`src/hw/rtl/planar_dead_reckoning_assert.svh`:
```
// Assertion macros shared by the dead reckoning RTL.
// Each macro expects signals named clock and reset in the module that uses it.
`ifndef PLANAR_DEAD_RECKONING_ASSERT_SVH
`define PLANAR_DEAD_RECKONING_ASSERT_SVH

`ifndef SYNTH
// cond implies prop in the same cycle
`define PDR_ASSERT_IMP(label, cond, prop) \
   label: assert property (@(posedge clock) disable iff (reset) (cond) |-> (prop)) \
      else $error("%m: check failed");
// cond implies prop in the next cycle
`define PDR_ASSERT_NXT(label, cond, prop) \
   label: assert property (@(posedge clock) disable iff (reset) (cond) |=> (prop)) \
      else $error("%m: check failed");
`else
`define PDR_ASSERT_IMP(label, cond, prop)
`define PDR_ASSERT_NXT(label, cond, prop)
`endif

`endif

```
`src/hw/rtl/pdr_pkg.sv`:
```
// Package for the planar dead reckoning block: widths, constants, tables, types.
// No dependencies.
`timescale 1ns / 1ps
`default_nettype none

package pdr_pkg;

   localparam int STAMP_W           = 62;
   localparam int VEL_W             = 32;
   localparam int QUAT_W            = 32;
   localparam int TURN_W            = 32;
   localparam int DT_W              = 32;
   localparam int ANGLE_BITS_DEF    = 32;
   localparam int POSITION_BITS_DEF = 48;

   // CORDIC datapath
   localparam int CORDIC_STEPS = 30;
   localparam int IDX_W        = 5;
   localparam int CORDIC_W     = 34;
   localparam int ZETA_W       = 33;
   localparam logic [29:0] CORDIC_START = 30'd652032874;
   localparam logic [30:0] HALF_PI_Q30  = 31'd1686629713;

   // Bit-serial units
   localparam int SERIAL_W   = 64;
   localparam int SER_CNT_W  = 6;
   localparam int QUOT_W     = 35;
   localparam int REM_W      = 30;
   localparam logic [REM_W-1:0] NS_PER_S   = 30'd1000000000;
   localparam logic [63:0]      PHASE_GAIN = 64'd6304776848116587966;

   // Shared multiplier
   localparam int MOP_W  = 34;
   localparam int MPRD_W = 66;

   typedef enum logic [2:0] {
      ST_IDLE,
      ST_SINCOS_OLD,
      ST_MUL,
      ST_SERIAL,
      ST_UPDATE,
      ST_TURN,
      ST_SINCOS_NEW,
      ST_EMIT
   } pdr_state_type;

   typedef enum logic [2:0] {
      MS_VXC,
      MS_VYS,
      MS_VXS,
      MS_VYC,
      MS_RATE,
      MS_DX,
      MS_DY,
      MS_LAUNCH
   } pdr_mul_step_type;

   typedef struct packed {
      logic                     done;
      logic signed [QUAT_W-1:0] sin_q;
      logic signed [QUAT_W-1:0] cos_q;
   } pdr_sincos_type;

   // arctan(2^-i) in Q30
   function automatic logic [29:0] atan_q30(input logic [IDX_W-1:0] idx);
      logic [29:0] val;
      case (idx)
         5'd0:    val = 30'd843314857;
         5'd1:    val = 30'd497837829;
         5'd2:    val = 30'd263043837;
         5'd3:    val = 30'd133525159;
         5'd4:    val = 30'd67021687;
         5'd5:    val = 30'd33543516;
         5'd6:    val = 30'd16775851;
         5'd7:    val = 30'd8388437;
         5'd8:    val = 30'd4194283;
         5'd9:    val = 30'd2097149;
         5'd10:   val = 30'd1048576;
         5'd11:   val = 30'd524288;
         5'd12:   val = 30'd262144;
         5'd13:   val = 30'd131072;
         5'd14:   val = 30'd65536;
         5'd15:   val = 30'd32768;
         5'd16:   val = 30'd16384;
         5'd17:   val = 30'd8192;
         5'd18:   val = 30'd4096;
         5'd19:   val = 30'd2048;
         5'd20:   val = 30'd1024;
         5'd21:   val = 30'd512;
         5'd22:   val = 30'd256;
         5'd23:   val = 30'd128;
         5'd24:   val = 30'd64;
         5'd25:   val = 30'd32;
         5'd26:   val = 30'd16;
         5'd27:   val = 30'd8;
         5'd28:   val = 30'd4;
         5'd29:   val = 30'd2;
         default: val = 30'd0;
      endcase
      return val;
   endfunction

endpackage

`default_nettype wire

```
`src/hw/rtl/pdr_div_ns.sv`:
```
// Bit-serial restoring division of a 64-bit magnitude by one billion.
// Depends on pdr_pkg.
`timescale 1ns / 1ps
`default_nettype none

module pdr_div_ns (
   input  wire logic                          clock,
   input  wire logic                          reset,
   input  wire logic                          start,
   input  wire logic [pdr_pkg::SERIAL_W-1:0]  dividend,
   output logic                               done,
   output logic [pdr_pkg::QUOT_W-1:0]         quotient
);

   logic                               busy_ff, busy_in;
   logic                               done_ff, done_in;
   logic [pdr_pkg::SER_CNT_W-1:0]      cnt_ff, cnt_in;
   logic [pdr_pkg::SERIAL_W-1:0]       num_ff, num_in;
   logic [pdr_pkg::REM_W-1:0]          rem_ff, rem_in;
   logic [pdr_pkg::QUOT_W-1:0]         quo_ff, quo_in;
   logic [pdr_pkg::REM_W:0]            trial;
   logic                               qbit;
   logic                               last;

   always_ff @(posedge clock) begin
      if (reset) begin
         busy_ff <= 1'b0;
         done_ff <= 1'b0;
      end else begin
         busy_ff <= busy_in;
         done_ff <= done_in;
      end
   end

   always_ff @(posedge clock) begin
      cnt_ff <= cnt_in;
      num_ff <= num_in;
      rem_ff <= rem_in;
      quo_ff <= quo_in;
   end

   // shift one dividend bit into the remainder, subtract when it fits
   always_comb begin
      trial   = {rem_ff, num_ff[pdr_pkg::SERIAL_W-1]};
      qbit    = (trial >= {1'b0, pdr_pkg::NS_PER_S});
      last    = busy_ff && (cnt_ff == pdr_pkg::SER_CNT_W'(pdr_pkg::SERIAL_W - 1));
      busy_in = busy_ff;
      cnt_in  = cnt_ff;
      num_in  = num_ff;
      rem_in  = rem_ff;
      quo_in  = quo_ff;
      done_in = last;
      if (start) begin
         busy_in = 1'b1;
         cnt_in  = '0;
         num_in  = dividend;
         rem_in  = '0;
         quo_in  = '0;
      end else if (busy_ff) begin
         cnt_in = cnt_ff + 1'b1;
         num_in = {num_ff[pdr_pkg::SERIAL_W-2:0], 1'b0};
         rem_in = qbit ? pdr_pkg::REM_W'(trial - {1'b0, pdr_pkg::NS_PER_S})
                       : trial[pdr_pkg::REM_W-1:0];
         quo_in = {quo_ff[pdr_pkg::QUOT_W-2:0], qbit};
         if (last) begin
            busy_in = 1'b0;
         end
      end
   end

   assign done     = done_ff;
   assign quotient = quo_ff;

endmodule

`default_nettype wire

```
`config.mk`:
```
export PLATFORM = sky130hd
export DESIGN_NAME = pdr_div_ns
export DESIGN_NICKNAME = d
export VERILOG_FILES = /design/src/hw/rtl/planar_dead_reckoning_assert.svh /design/src/hw/rtl/pdr_pkg.sv /design/src/hw/rtl/pdr_div_ns.sv
export SDC_FILE = /design/constraint.sdc
export NUM_CORES = 1
export LEC_CHECK = 0
export BUFFER_PORTS_ARGS = -buffer_cell sky130_fd_sc_hd__buf_2
export CORE_MARGIN = 2
export CORE_UTILIZATION = 56
export CTS_CLUSTER_DIAMETER = 50
export DETAILED_ROUTE_END_ITERATION = 7
export PLACE_DENSITY = 0.78
export SLEW_MARGIN = 40
export SYNTH_ARGS = -nofsm -noshare
export SYNTH_HDL_FRONTEND = slang
export SYNTH_SLANG_ARGS = --single-unit
```
`constraint.sdc`:
```
create_clock -name clock -period 3.4 [get_ports clock]
set_input_delay 0.85 -clock clock [delete_from_list [all_inputs] [get_ports clock]]
set_output_delay 0.85 -clock clock [all_outputs]
set_load 0.1 [all_outputs]
```
Yosys cells after proc, flatten, opt, wreduce, memory -nomap -nowiden:

Cells that the tools add are included.
W data, S select, Z words.

* memories kept: 0
* bits in read-only memories: 0
* bits in writable memories: 0
* bits in registers: 137
* input bits: 67
* word-level logic and storage cells: 18
* output and inout port bits: 36
* bits in latches: 0

* mux-type cells: 6
* eq/ne operators: 1
* reduce and logical (&&, ||, !) cells: 2
* divide/modulo/power cells: 0
* shifts and indexed selects: 0
* bitwise gates (word level): 0
* multiply operators: 0
* add/subtract/negate cells: 2
* $lt $le $gt $ge: 1

Operators by type and width (count)
* $mux W64: 2
* $ge A31 B30 Y1 const B: 1
* $mux W30: 1
* $sub A30 B30 Y30 const B: 1
* $add A6 B1 Y6 const B: 1
* $eq A6 B6 Y1 const B: 1
* $mux W1: 3
* $reduce_bool A2 Y1: 1
* $logic_and A1 B1 Y1: 1

Longest topological paths before layout:

Gate-level depths: netlist (run 1).

* depth after elaboration: 5
* depth in mapped cells: 10
* depth with buffers taken out: 8

Worst setup path before layout (run 1):

Ideal clock, no wire load.

* path type: input to register
* start: in start
* end: reg num_ff[0] (netlist name), enable pin
* path slack: 788 ps
* buffers on the path: 0
* required time: 2981 ps
* arrival: 2193 ps
* stages: 2
* library setup time: 419 ps
* cell sequence: nor2_1 -> inv_1

* longest elaborated chain between the ends: 1

RTL lines
* from (decl): RTL line pdr_div_ns.sv:9 `input wire logic start,`
* $reduce_bool A2 Y1 (no line)
* to (signal assigned): RTL line pdr_div_ns.sv:37 `num_ff <= num_in;`
* to (decl): RTL line pdr_div_ns.sv:18 `logic [pdr_pkg::SERIAL_W-1:0] num_ff, num_in;`

No other way between the ends.
A chain may end at the register's enable or synchronous reset.

Final worst setup path (run 1):

* start: reg rem_ff[8] (netlist name)
* end: reg rem_ff[28] (netlist name)

* longest elaborated chain between the ends: 2
* elaborated cells between the ends (all ways): 3
* classes of those cells: add/sub: 1; order compare: 1; mux: 1

RTL lines
* from (decl): RTL line pdr_div_ns.sv:19 `logic [pdr_pkg::REM_W-1:0] rem_ff, rem_in;`
* from (signal assigned): RTL line pdr_div_ns.sv:38 `rem_ff <= rem_in;`
* $sub A30 B30 Y30 or $ge A31 B30 Y1 (tied branches): RTL line pdr_div_ns.sv:62, pdr_div_ns.sv:45
* $mux W30 (*): RTL line pdr_div_ns.sv:62 `rem_in = qbit ? pdr_pkg::REM_W'(trial - {1'b0, pdr_pkg::NS_PER_S})`

Every way passes the cells marked *; elsewhere a longest branch is shown, timed or not.

==> results of run 1 <==
==> cells by family (layout without fill, tap and decap cells) <==
family	after synthesis	after routing	share of synthesized area, %
xor gates and xnor gates	6	6	0.878
AOI/OAI and AO/OA	52	52	5.75
and+or+nand+nor	159	159	12.4
muxes	121	121	21.6
adders and majority gates	2	2	0.418
DFF	137	137	56.5
buffers and inverters	36	144	2.42
==> worst register-to-register path, cell delays in order (launching register included) <==
cell,delay (ns)
dfxtp_1,0.38
inv_1,0.09
ha_1,0.23
nand2b_1,0.21
a21oi_1,0.29
o21ai_1,0.18
o211a_2,0.47
or4_1,0.48
a311oi_1,0.25
==> area by class of cell <==
| cell class | count | share of cell area (%) |
|---|---|---|
| sequential | 137 | 46.9 |
| multi-input combinational | 340 | 34.0 |
| timing repair buffer | 107 | 7.97 |
| clock buffer | 18 | 5.78 |
| clock inverter | 14 | 2.74 |
| tap | 136 | 2.35 |
| inverter | 5 | 0.260 |
==> placed cells by master, fill, tap and decap left out, types with 7 or more instances in the layout <==
cell         n
nor4b_1     10
mux2_2      65
dfxtp_1     72
clkbuf_16   16
o21ai_0      8
mux2i_1     56
a21oi_1     14
nor2_1      76
edfxtp_1    64
buf_2      101
nand2_1     38
a22oi_1      9
nand2b_1     7
==> layer usage <==
metal  wire length (um)  GRT usage (%)
met1               5090           27.0
met2               5570           31.5
met3                640           5.93
met4                273           10.2
met5                  0              0
==> metrics by stage <==
step / hold WS [ns] / cell area [sq um] / total power [mW] / cells
2_1_floorplan: 0.454 / 5990 / 2.10 / 513
3_3_place_gp: 0.465 / 6590 / 2.18 / 724
3_5_place_dp: 0.490 / 6590 / 2.19 / 724
4_1_cts: 0.463 / 7210 / 4.09 / 756
5_1_grt: 0.480 / 7230 / 4.19 / 757
6_report: 0.491 / 7230 / 4.06 / 757
==> worst min-delay path by stage <==
stage,from,cells after the start,slack [ns],endpoint
3_3_place_gp,cnt_ff[5],2,0.47,cnt_ff[5]
3_5_place_dp,quotient[34],2,0.49,quotient[34]
2_1_floorplan,cnt_ff[5],2,0.45,cnt_ff[5]
6_report,reset,2,0.49,busy_ff
4_1_cts,reset,2,0.46,busy_ff
5_1_grt,reset,2,0.48,busy_ff
==> power groups by stage <==
stage / Sequential [mW] / Clock, mW / Combinational, mW
CTS: 1.89 / 1.93 / 0.267
global route: 1.90 / 2.00 / 0.295
global placement: 1.92 / 0 / 0.257
detailed placement: 1.92 / 0 / 0.265
finish: 1.89 / 1.90 / 0.270
floorplan: 1.91 / 0 / 0.194
==> flip-flops by register name (all words and copies together) (netlist names) <==
name and flops:
rem_ff 30, done 1, num_ff 64, quotient 35
busy_ff 1, cnt_ff 6
==> summary.txt, run 1 <==
Layout
  – Ant diodes: 0
  – Share of cells above drive strength 1: 33.7%
  – Nets: approximately 680
  – FF/Latch Area: 3390 sq um
  – Fill cells: 744
  – Area Overhead vs Synth: 20.7%
  – Area of the multi-input gates: about 2500 sq um
  – Final core occ: around 70%

Floorplanning
  – Die Footprint: 11,500 sq um
  – FP Rows: 37
  – Initial Util: ~58%
  – Die Y: roughly 110 um
  – I/O pins: around 100
  – Die span in x: 107 um
  – Area of the core: 10,400 sq um

Timing
  – Max Transition Viols Final: 0
  – Tcrit/Tclk final: 78.2%
  – Setup Skew: 0.00640 ns
  – Min cycle time layout: 2.66 ns
  – Final setup violation count: 0
  – Worst Max-Slew Pin Slew: 0.688 ns
  – Setup TNS: 0 ns
  – Slew headroom: a little over half
  – Hold Fails Final Rpt: 0
  – Setup slack after layout: 0.740 ns
  – Fmax: 376 MHz
  – Unrepaired setup endpoints after global routing: false

Pwr
  – Clock Power Share: 46.9%
  – Logic pwr share: 6.6%
  – Sw Pwr: a little under 900 uW
  – Int Power: 3.18 mW
  – Seq pwr share: 46.5%
  – Sw frac: 21.8%
  – Static Leak: 2.95 nW
  – Worst VDD drop: 428 uV
  – PwrDens: 562 nW/um^2

Critical path
  – Critical R2R Capture: rem_ff[28]
  – Worst Path Buf+Inv: 1
  – Worst Setup End Kind: flop
  – Total stage count of the critical path: 8
  – CP required: 3.83 ns
  – CP max FO: 22
  – CP peak stage delay: 0.47 ns
  – Kind of critical path: flop to flop
  – Top Family by Delay on Critical Path: compound AO/OA/AOI/OAI gates
  – Worst R2R Setup Slack: 0.74 ns
  – R2r startpoint: rem_ff[8]
  – Setup crit start: rem_ff[8]
  – Worst R2R Path Depth: 8
  – Worst path slowest cell: o211a_2
  – Critical path launch point type: flop
  – Crit path arrival time: 3.09 ns
  – Critical Path Sink: rem_ff[28]
  – Critical Path, Cell by Cell: inv_1 > ha_1 > nand2b_1 > a21oi_1 > o21ai_1 > o211a_2 > or4_1 > a311oi_1

Clock network
  – Clock transition at path regs: 0.06 ns
  – Htree depth: 4
  – CTS sink count: 137
  – CTS tree: built
  – Post-CTS setup buffer count: 0
  – CTS Buffer Depth: 2
  – Later-pin clock latency in the skew report: 0.52 ns
  – Cts repair resizes: 0
  – CTS Buf Count: 17
  – Clock Tree Root: clkbuf_8
  – CTS Hold Bufs: 0

Drt
  – Starting DRT DRC Count: 260
  – DRC viols: 0
  – Routed WL: 11.6 mm
  – ANT nets after route: 0
  – Via-to-Cell Ratio: 5.51
  – First drt pass iteration count: 5
  – Drt wl/cell: between 15 and 20 um
  – Detailed-route via count: 4,171

GRT
  – Vias in the first global route: 3,923
  – First-pass GRT wire length: approximately 19 mm
  – Largest net degree at the start of global routing: 148
  – Total gr overflow: 0
  – Initial antenna violation count: 0
  – Global Route Usage Sum: around a fifth

Yosys
  – Most numerous cell in the Yosys netlist: nor2_1
  – Yosys reg bits: roughly 140
  – Post-synth net total: 582
  – Async set or reset register ratio after synthesis: 0%
  – EDFF count, synth: 64
  – Area contributors post-synth: edfxtp_1 (32%), dfxtp_1 (24%), mux2_2 (12%)
  – Synth unique cells: 45
  – Avg Cell Area, Syn: between 10 and 15 sq um
  – Post-synthesis cell area: 5990 sq um
  – Post-Syn Instances: roughly 510
  – Post-synth top area cell: edfxtp_1
  – Post-synth top area share: roughly 32%
  – Predominant post-synthesis flop cell: dfxtp_1
  – YS warnings: 0
  – Seq/Total Area, Yosys: 56.5%
  – Synth top cells by count: nor2_1 (76), dfxtp_1 (73), mux2_2 (65)

Flow run
  – Max-cap violation count: 0

Run status
  – Status: completed

Place
  – Port Buffers: 102
  – Placer congestion estimate: 0.918
  – Final HPWL DP: 7.13 mm
  – Place WS: 0.769 ns

Hold path
  – Hold Path Class: input port to flop
Note: power is estimated with default switching activity, not from simulation.
==> run 2: changes to the inputs <==
==> constraint.sdc (replaced) <==
create_clock -name clock -period 2.8 [get_ports clock]
set_input_delay 0.7 -clock clock [delete_from_list [all_inputs] [get_ports clock]]
set_output_delay 0.7 -clock clock [all_outputs]
set_load 0.1 [all_outputs]
==> run 2 against run 1 <==
Compared with the run above:
- cell count grew 0.40%
- fmax grew 6.3%
- first-iteration DRC count shrank 4.6%
- sequential share of layout area shrank 0.13 points
- non-clock buffer count grew 3
- design area grew 0.28%
- register-to-register slack lost 0.44 ns
- global-route usage grew 0.36 points
==> summary.txt, run 2 (same netlist as run 1, synthesis figures left out) <==
Clock network
  – CTS Buffer Depth: 2 (unchanged)
  – CTS tree: built (unchanged)
  – Htree depth: 4 (unchanged)
  – CTS Hold Bufs: 0 (unchanged)
  – Clock transition at path regs: 0.06 ns (about the same)
  – Later-pin clock latency in the skew report: 0.51 ns (was 0.52 ns)
  – Cts repair resizes: 0 (unchanged)
  – Clock Tree Root: clkbuf_8 (unchanged)
  – CTS sink count: 137 (unchanged)
  – CTS Buf Count: 17 (unchanged)
  – Post-CTS setup buffer count: 0 (unchanged)

GRT
  – Vias in the first global route: 4,171 (was 3,923)
  – First-pass GRT wire length: 19.1 mm (was 18.7 mm)
  – Global Route Usage Sum: 21.0% (was 20.7%)
  – Total gr overflow: 0 (unchanged)
  – Largest net degree at the start of global routing: 69 (was 148)
  – Initial antenna violation count: 0 (unchanged)

Pwr
  – PwrDens: 682 nW/um^2 (was 562 nW/um^2)
  – Worst VDD drop: 396 uV (was 428 uV)
  – Final Total Pwr: 4.94 mW (was 4.06 mW)
  – Static Leak: 2.97 nW (was 2.95 nW)

Floorplanning
  – I/O pins: 103 (unchanged)
  – Die Footprint: 11,500 sq um (unchanged)
  – Initial Util: 57.7% (unchanged)
  – FP Rows: 37 (unchanged)
  – Die Y: 107 um (unchanged)
  – Area of the core: 10,400 sq um (unchanged)
  – Die span in x: 107 um (unchanged)

Timing
  – Fmax: 400 MHz (was 376 MHz)
  – Setup Skew: 0.00766 ns (was 0.00640 ns)
  – Tcrit/Tclk final: 89.3% (was 78.2%)
  – Min cycle time layout: 2.50 ns (was 2.66 ns)
  – Setup slack after layout: 0.298 ns (was 0.740 ns)
  – Max Transition Viols Final: 0 (unchanged)
  – Hold Fails Final Rpt: 0 (unchanged)
  – Unrepaired setup endpoints after global routing: false (unchanged)
  – Setup TNS: 0 ns (unchanged)
  – Worst Max-Slew Pin Slew: 0.614 ns (was 0.688 ns)
  – Final setup violation count: 0 (unchanged)
  – Slew headroom: 59.0% (was 54.2%)

Critical path
  – R2r startpoint: rem_ff[8] (unchanged)
  – Critical path launch point type: flop (unchanged)
  – Crit path arrival time: 2.92 ns (was 3.09 ns)
  – Worst path slowest cell: or4_1 (was o211a_2)
  – CP required: 3.22 ns (was 3.83 ns)
  – CP peak stage delay: 0.44 ns (was 0.47 ns)
  – Worst Setup End Kind: flop (unchanged)
  – CP max FO: 15 (was 22)
  – Critical Path, Cell by Cell: inv_1 > ha_1 > nand2b_1 > a21oi_1 > o21ai_1 > o211a_2 > or4_1 > a311oi_1 (unchanged)
  – Critical R2R Capture: rem_ff[28] (unchanged)
  – Worst R2R Setup Slack: 0.30 ns (was 0.74 ns)
  – Worst R2R Path Depth: 8 (unchanged)
  – Kind of critical path: flop to flop (unchanged)

Layout
  – Ant diodes: 0 (unchanged)
  – Nets: 680 (was 677)
  – Leading cell type in the layout, fill and taps excluded: buf_2 (unchanged)
  – Area Overhead vs Synth: 21.0% (was 20.7%)
  – Fill cells: 746 (was 744)
  – Share of cells above drive strength 1: 33.8% (was 33.7%)
  – Biggest register: num_ff (unchanged)
  – Most frequent cells in the layout: buf_2 (101), nor2_1 (76), dfxtp_1 (72) (unchanged)
  – Largest register FFs: 64 (unchanged)

Drt
  – Via-to-Cell Ratio: 5.58 (was 5.51)
  – Detailed-route via count: 4,238 (was 4,171)
  – ANT nets after route: 0 (unchanged)
  – First drt pass iteration count: 8 (was 5)
  – DRC viols: 0 (unchanged)
  – Starting DRT DRC Count: 248 (was 260)
  – Routed WL: 11.7 mm (was 11.6 mm)
  – Drt wl/cell: 15.4 um (was 15.3 um)

Hold path
  – Worst hold path startpoint: reset (unchanged)
  – Hold Path Class: input port to flop (unchanged)
  – Hold Path Depth: 2 (unchanged)
  – Min-Delay Endpoint: busy_ff (unchanged)

Place
  – Final HPWL DP: 7.54 mm (was 7.13 mm)
  – Place WS: 0.347 ns (was 0.769 ns)
  – Port Buffers: 102 (unchanged)
  – Placer congestion estimate: 0.854 (was 0.918)

Flow run
  – Max-cap violation count: 0 (unchanged)

Run status
  – Status: completed (unchanged)
-- run 2: layout make-up --
class / count / area (sq um) / share of cell area, %
multi-input combinational: 340 / 2460 / 33.9
inverter: 5 / 18.8 / 0.259
timing repair buffer: 110 / 598 / 8.25
clock inverter: 14 / 195 / 2.69
clock buffer: 18 / 418 / 5.77
sequential: 137 / 3390 / 46.7
tap: 136 / 170 / 2.35
-- run 2: critical path, delay by kind of cell (launching register included) --
kind	cells	cell delay [ns]
flip-flops	1	0.38
AND/OR/NAND/NOR	2	0.64
adder cells (fa/ha/maj)	1	0.22
AO/OA/AOI/OAI	4	1.08
buffers and inverters	1	0.09
-- run 2: through the flow --
stage	std cells	utilization (%)	hold WS [ns]	cell area (sq um)
6_report	760	69.9	0.350	7250
5_1_grt	760	69.9	0.334	7250
4_1_cts	760	69.9	0.334	7250
3_5_place_dp	728	64.0	0.497	6630
3_3_place_gp	728	64.0	0.462	6630
2_1_floorplan	513	-	0.454	5990
-- run 2: power breakdown --
part / internal, mW / switching, mW / total (mW)
combinational: 0.171 / 0.164 / 0.335
sequential: 2.24 / 0.0520 / 2.29
clock: 1.45 / 0.865 / 2.32
-- run 2: worst max-delay path by stage --
stage	from	end	slack, ns
floorplan	start	num_ff[0]	0.34
global placement	rem_ff[8]	rem_ff[28]	0.44
detailed placement	rem_ff[8]	rem_ff[28]	0.35
CTS	rem_ff[8]	rem_ff[28]	0.34
global route	rem_ff[8]	rem_ff[28]	0.14
finish	rem_ff[8]	rem_ff[28]	0.30
-- run 2: layer usage --
layer,global-route usage (%),vias up,part of all wire [%]
li1,-,2058,-
met1,26.4,2052,43
met2,34.3,112,50
met3,5.63,16,5.0
met4,8.97,0,1.7
met5,0,-,0
==> run 3: changes to the inputs <==
--- a/config.mk
+++ b/config.mk
@@ -6,11 +6,13 @@
 export NUM_CORES = 1
 export LEC_CHECK = 0
 export BUFFER_PORTS_ARGS = -buffer_cell sky130_fd_sc_hd__buf_2
+export CELL_PAD_IN_SITES_DETAIL_PLACEMENT = 1
+export CELL_PAD_IN_SITES_GLOBAL_PLACEMENT = 2
 export CORE_MARGIN = 2
-export CORE_UTILIZATION = 56
+export CORE_UTILIZATION = 33
 export CTS_CLUSTER_DIAMETER = 50
 export DETAILED_ROUTE_END_ITERATION = 7
-export PLACE_DENSITY = 0.78
+export PLACE_DENSITY = 0.7
 export SLEW_MARGIN = 40
 export SYNTH_ARGS = -nofsm -noshare
 export SYNTH_HDL_FRONTEND = slang
==> run 3 against run 2 <==
Compared with the run above:
- total power fell by 2.1%
- combinational power rose by 1%
- sequential share of layout area fell by 0.56 points
- clock-buffer cell count rose by 3
- die area rose by 67%
- first-iteration DRC count fell by 12%
- via count fell by 1.4%
- utilization fell by 29 points
- global-route usage fell by 6.5 points
- cell count rose by 12%
- critical path type unchanged
==> summary.txt, run 3 (same netlist as run 1, synthesis figures left out) <==
Layout
  – Biggest register: num_ff (unchanged)
  – Largest register FFs: 64 (unchanged)
  – Ant diodes: 0 (unchanged)
  – Finished Layout Cells: 853 (was 760)
  – Share of cells above drive strength 1: 34.0% (was 33.8%)
  – Leading cell type in the layout, fill and taps excluded: buf_2 (unchanged)
  – Nets: 680 (unchanged)
  – Area Overhead vs Synth: 22.5% (was 21.0%)
  – Fill cells: 1,985 (was 746)
  – Most frequent cells in the layout: buf_2 (101), nor2_1 (76), dfxtp_1 (72) (unchanged)

Critical path
  – Critical path launch point type: flop (unchanged)
  – Worst Setup End Kind: flop (unchanged)
  – CP required: 3.12 ns (was 3.22 ns)
  – Crit path arrival time: 2.95 ns (was 2.92 ns)
  – Worst R2R Path Depth: 8 (unchanged)
  – CP max FO: 15 (unchanged)
  – Kind of critical path: flop to flop (unchanged)

Floorplanning
  – Die Y: 139 um (was 107 um)
  – I/O pins: 103 (unchanged)
  – Die Footprint: 19,200 sq um (was 11,500 sq um)
  – Die span in x: 139 um (was 107 um)
  – FP Rows: 49 (was 37)
  – Initial Util: 33.4% (was 57.7%)
  – Area of the core: 17,900 sq um (was 10,400 sq um)

Drt
  – DRC viols: 0 (unchanged)
  – First drt pass iteration count: 4 (was 8)
  – Via-to-Cell Ratio: 4.90 (was 5.58)
  – Drt wl/cell: 15.8 um (was 15.4 um)
  – ANT nets after route: 0 (unchanged)
  – Starting DRT DRC Count: 218 (was 248)
  – Detailed-route via count: 4,180 (was 4,238)
  – Routed WL: 13.5 mm (was 11.7 mm)

Timing
  – Worst Max-Slew Pin Slew: 0.620 ns (was 0.614 ns)
  – Unrepaired setup endpoints after global routing: false (unchanged)
  – Slew headroom: 58.7% (was 59.0%)
  – Tcrit/Tclk final: 93.9% (was 89.3%)
  – Max Transition Viols Final: 0 (unchanged)
  – Min cycle time layout: 2.63 ns (was 2.50 ns)
  – Hold Fails Final Rpt: 0 (unchanged)
  – Final setup violation count: 0 (unchanged)
  – Setup Skew: 0.00788 ns (was 0.00766 ns)
  – Setup TNS: 0 ns (unchanged)
  – Fmax: 380 MHz (was 400 MHz)

Clock network
  – Htree depth: 4 (unchanged)
  – Clock transition at path regs: 0.06 ns (about the same)
  – Clock Tree Root: clkbuf_16 (was clkbuf_8)
  – CTS tree: built (unchanged)
  – CTS Hold Bufs: 0 (unchanged)
  – CTS sink count: 137 (unchanged)
  – Later-pin clock latency in the skew report: 0.42 ns (was 0.51 ns)
  – CTS Buf Count: 17 (unchanged)
  – Post-CTS setup buffer count: 0 (unchanged)
  – CTS Buffer Depth: 2 (unchanged)
  – Cts repair resizes: 0 (unchanged)

Flow run
  – Max-cap violation count: 0 (unchanged)

GRT
  – Total gr overflow: 0 (unchanged)
  – Global Route Usage Sum: 14.6% (was 21.0%)
  – Largest net degree at the start of global routing: 77 (was 69)
  – First-pass GRT wire length: 22.6 mm (was 19.1 mm)
  – Initial antenna violation count: 0 (unchanged)
  – Vias in the first global route: 4,421 (was 4,171)

Run status
  – Status: completed (unchanged)

Hold path
  – Hold Path Class: input port to flop (unchanged)
  – Hold Path Depth: 2 (unchanged)

Place
  – Post-Place Cells: 821 (was 728)
  – Placer congestion estimate: 0.769 (was 0.854)
  – Port Buffers: 102 (unchanged)
  – Final HPWL DP: 8.76 mm (was 7.54 mm)

Pwr
  – Final Total Pwr: 4.84 mW (was 4.94 mW)
  – Worst VDD drop: 375 uV (was 396 uV)
  – Static Leak: 2.96 nW (was 2.97 nW)
  – PwrDens: 659 nW/um^2 (was 682 nW/um^2)
[run 3: changes by cell type in the layout (fill, tap and decap cells not counted), sizes merged]
cell      change
bufinv        -3
clkbuf        +3
clkinv        +1
clkinvlp      -2
inv           +1
[run 3: path summary, 6_finish.rpt]
check | startpoint | to | slack (ns)
worst max-delay path | rem_ff[8] | rem_ff[28] | 0.17
worst max register to register | rem_ff[8] | rem_ff[28] | 0.17
worst min register to register | cnt_ff[5] | cnt_ff[5] | 0.51
worst min-delay path | reset | busy_ff | 0.44
[run 3: critical path: stages (launching register included)]
cell and delay [ns]:
dfxtp_1 0.39, inv_1 0.09, ha_1 0.23, nand2b_1 0.21
a21oi_1 0.30, o21ai_1 0.19, o211a_2 0.42, or4_1 0.44
a311oi_1 0.26
[run 3: where the power goes]
part / internal [mW] / switching [mW] / total [mW]
Clock: 1.32 / 0.892 / 2.21
Sequential: 2.24 / 0.0513 / 2.29
Combinational: 0.171 / 0.169 / 0.339
[run 3: metal layers]
layer | vias up | GRT usage, % | wire (um)
li1 | 2051 | - | -
met2 | 63 | 24.3 | 6650
met5 | - | 0 | 0
met4 | 0 | 5.10 | 188
met1 | 2052 | 18.1 | 6140
met3 | 14 | 4.18 | 510
[run 3: metrics by stage]
step                      hold slack [ns]  cell area (sq um)  setup WS, ns  util (%)
after CTS                           0.423               7330         0.189      41.0
final                               0.444               7330         0.172      41.0
after global routing                0.436               7330        0.0107      41.0
after global placement              0.469               6750         0.365      37.7
after detailed placement            0.489               6750         0.211      37.7
after floorplan                     0.454               5990         0.338         -
[run 3: cell type report]
class / count / area [sq um] / area share, %
Clock buffer: 21 / 473 / 6.45
Timing Repair Buffer: 110 / 598 / 8.16
Clock inverter: 11 / 111 / 1.52
Sequential cell: 137 / 3390 / 46.2
Tap cell: 229 / 287 / 3.91
Inverter: 5 / 18.8 / 0.256
Multi-Input combinational cell: 340 / 2460 / 33.5
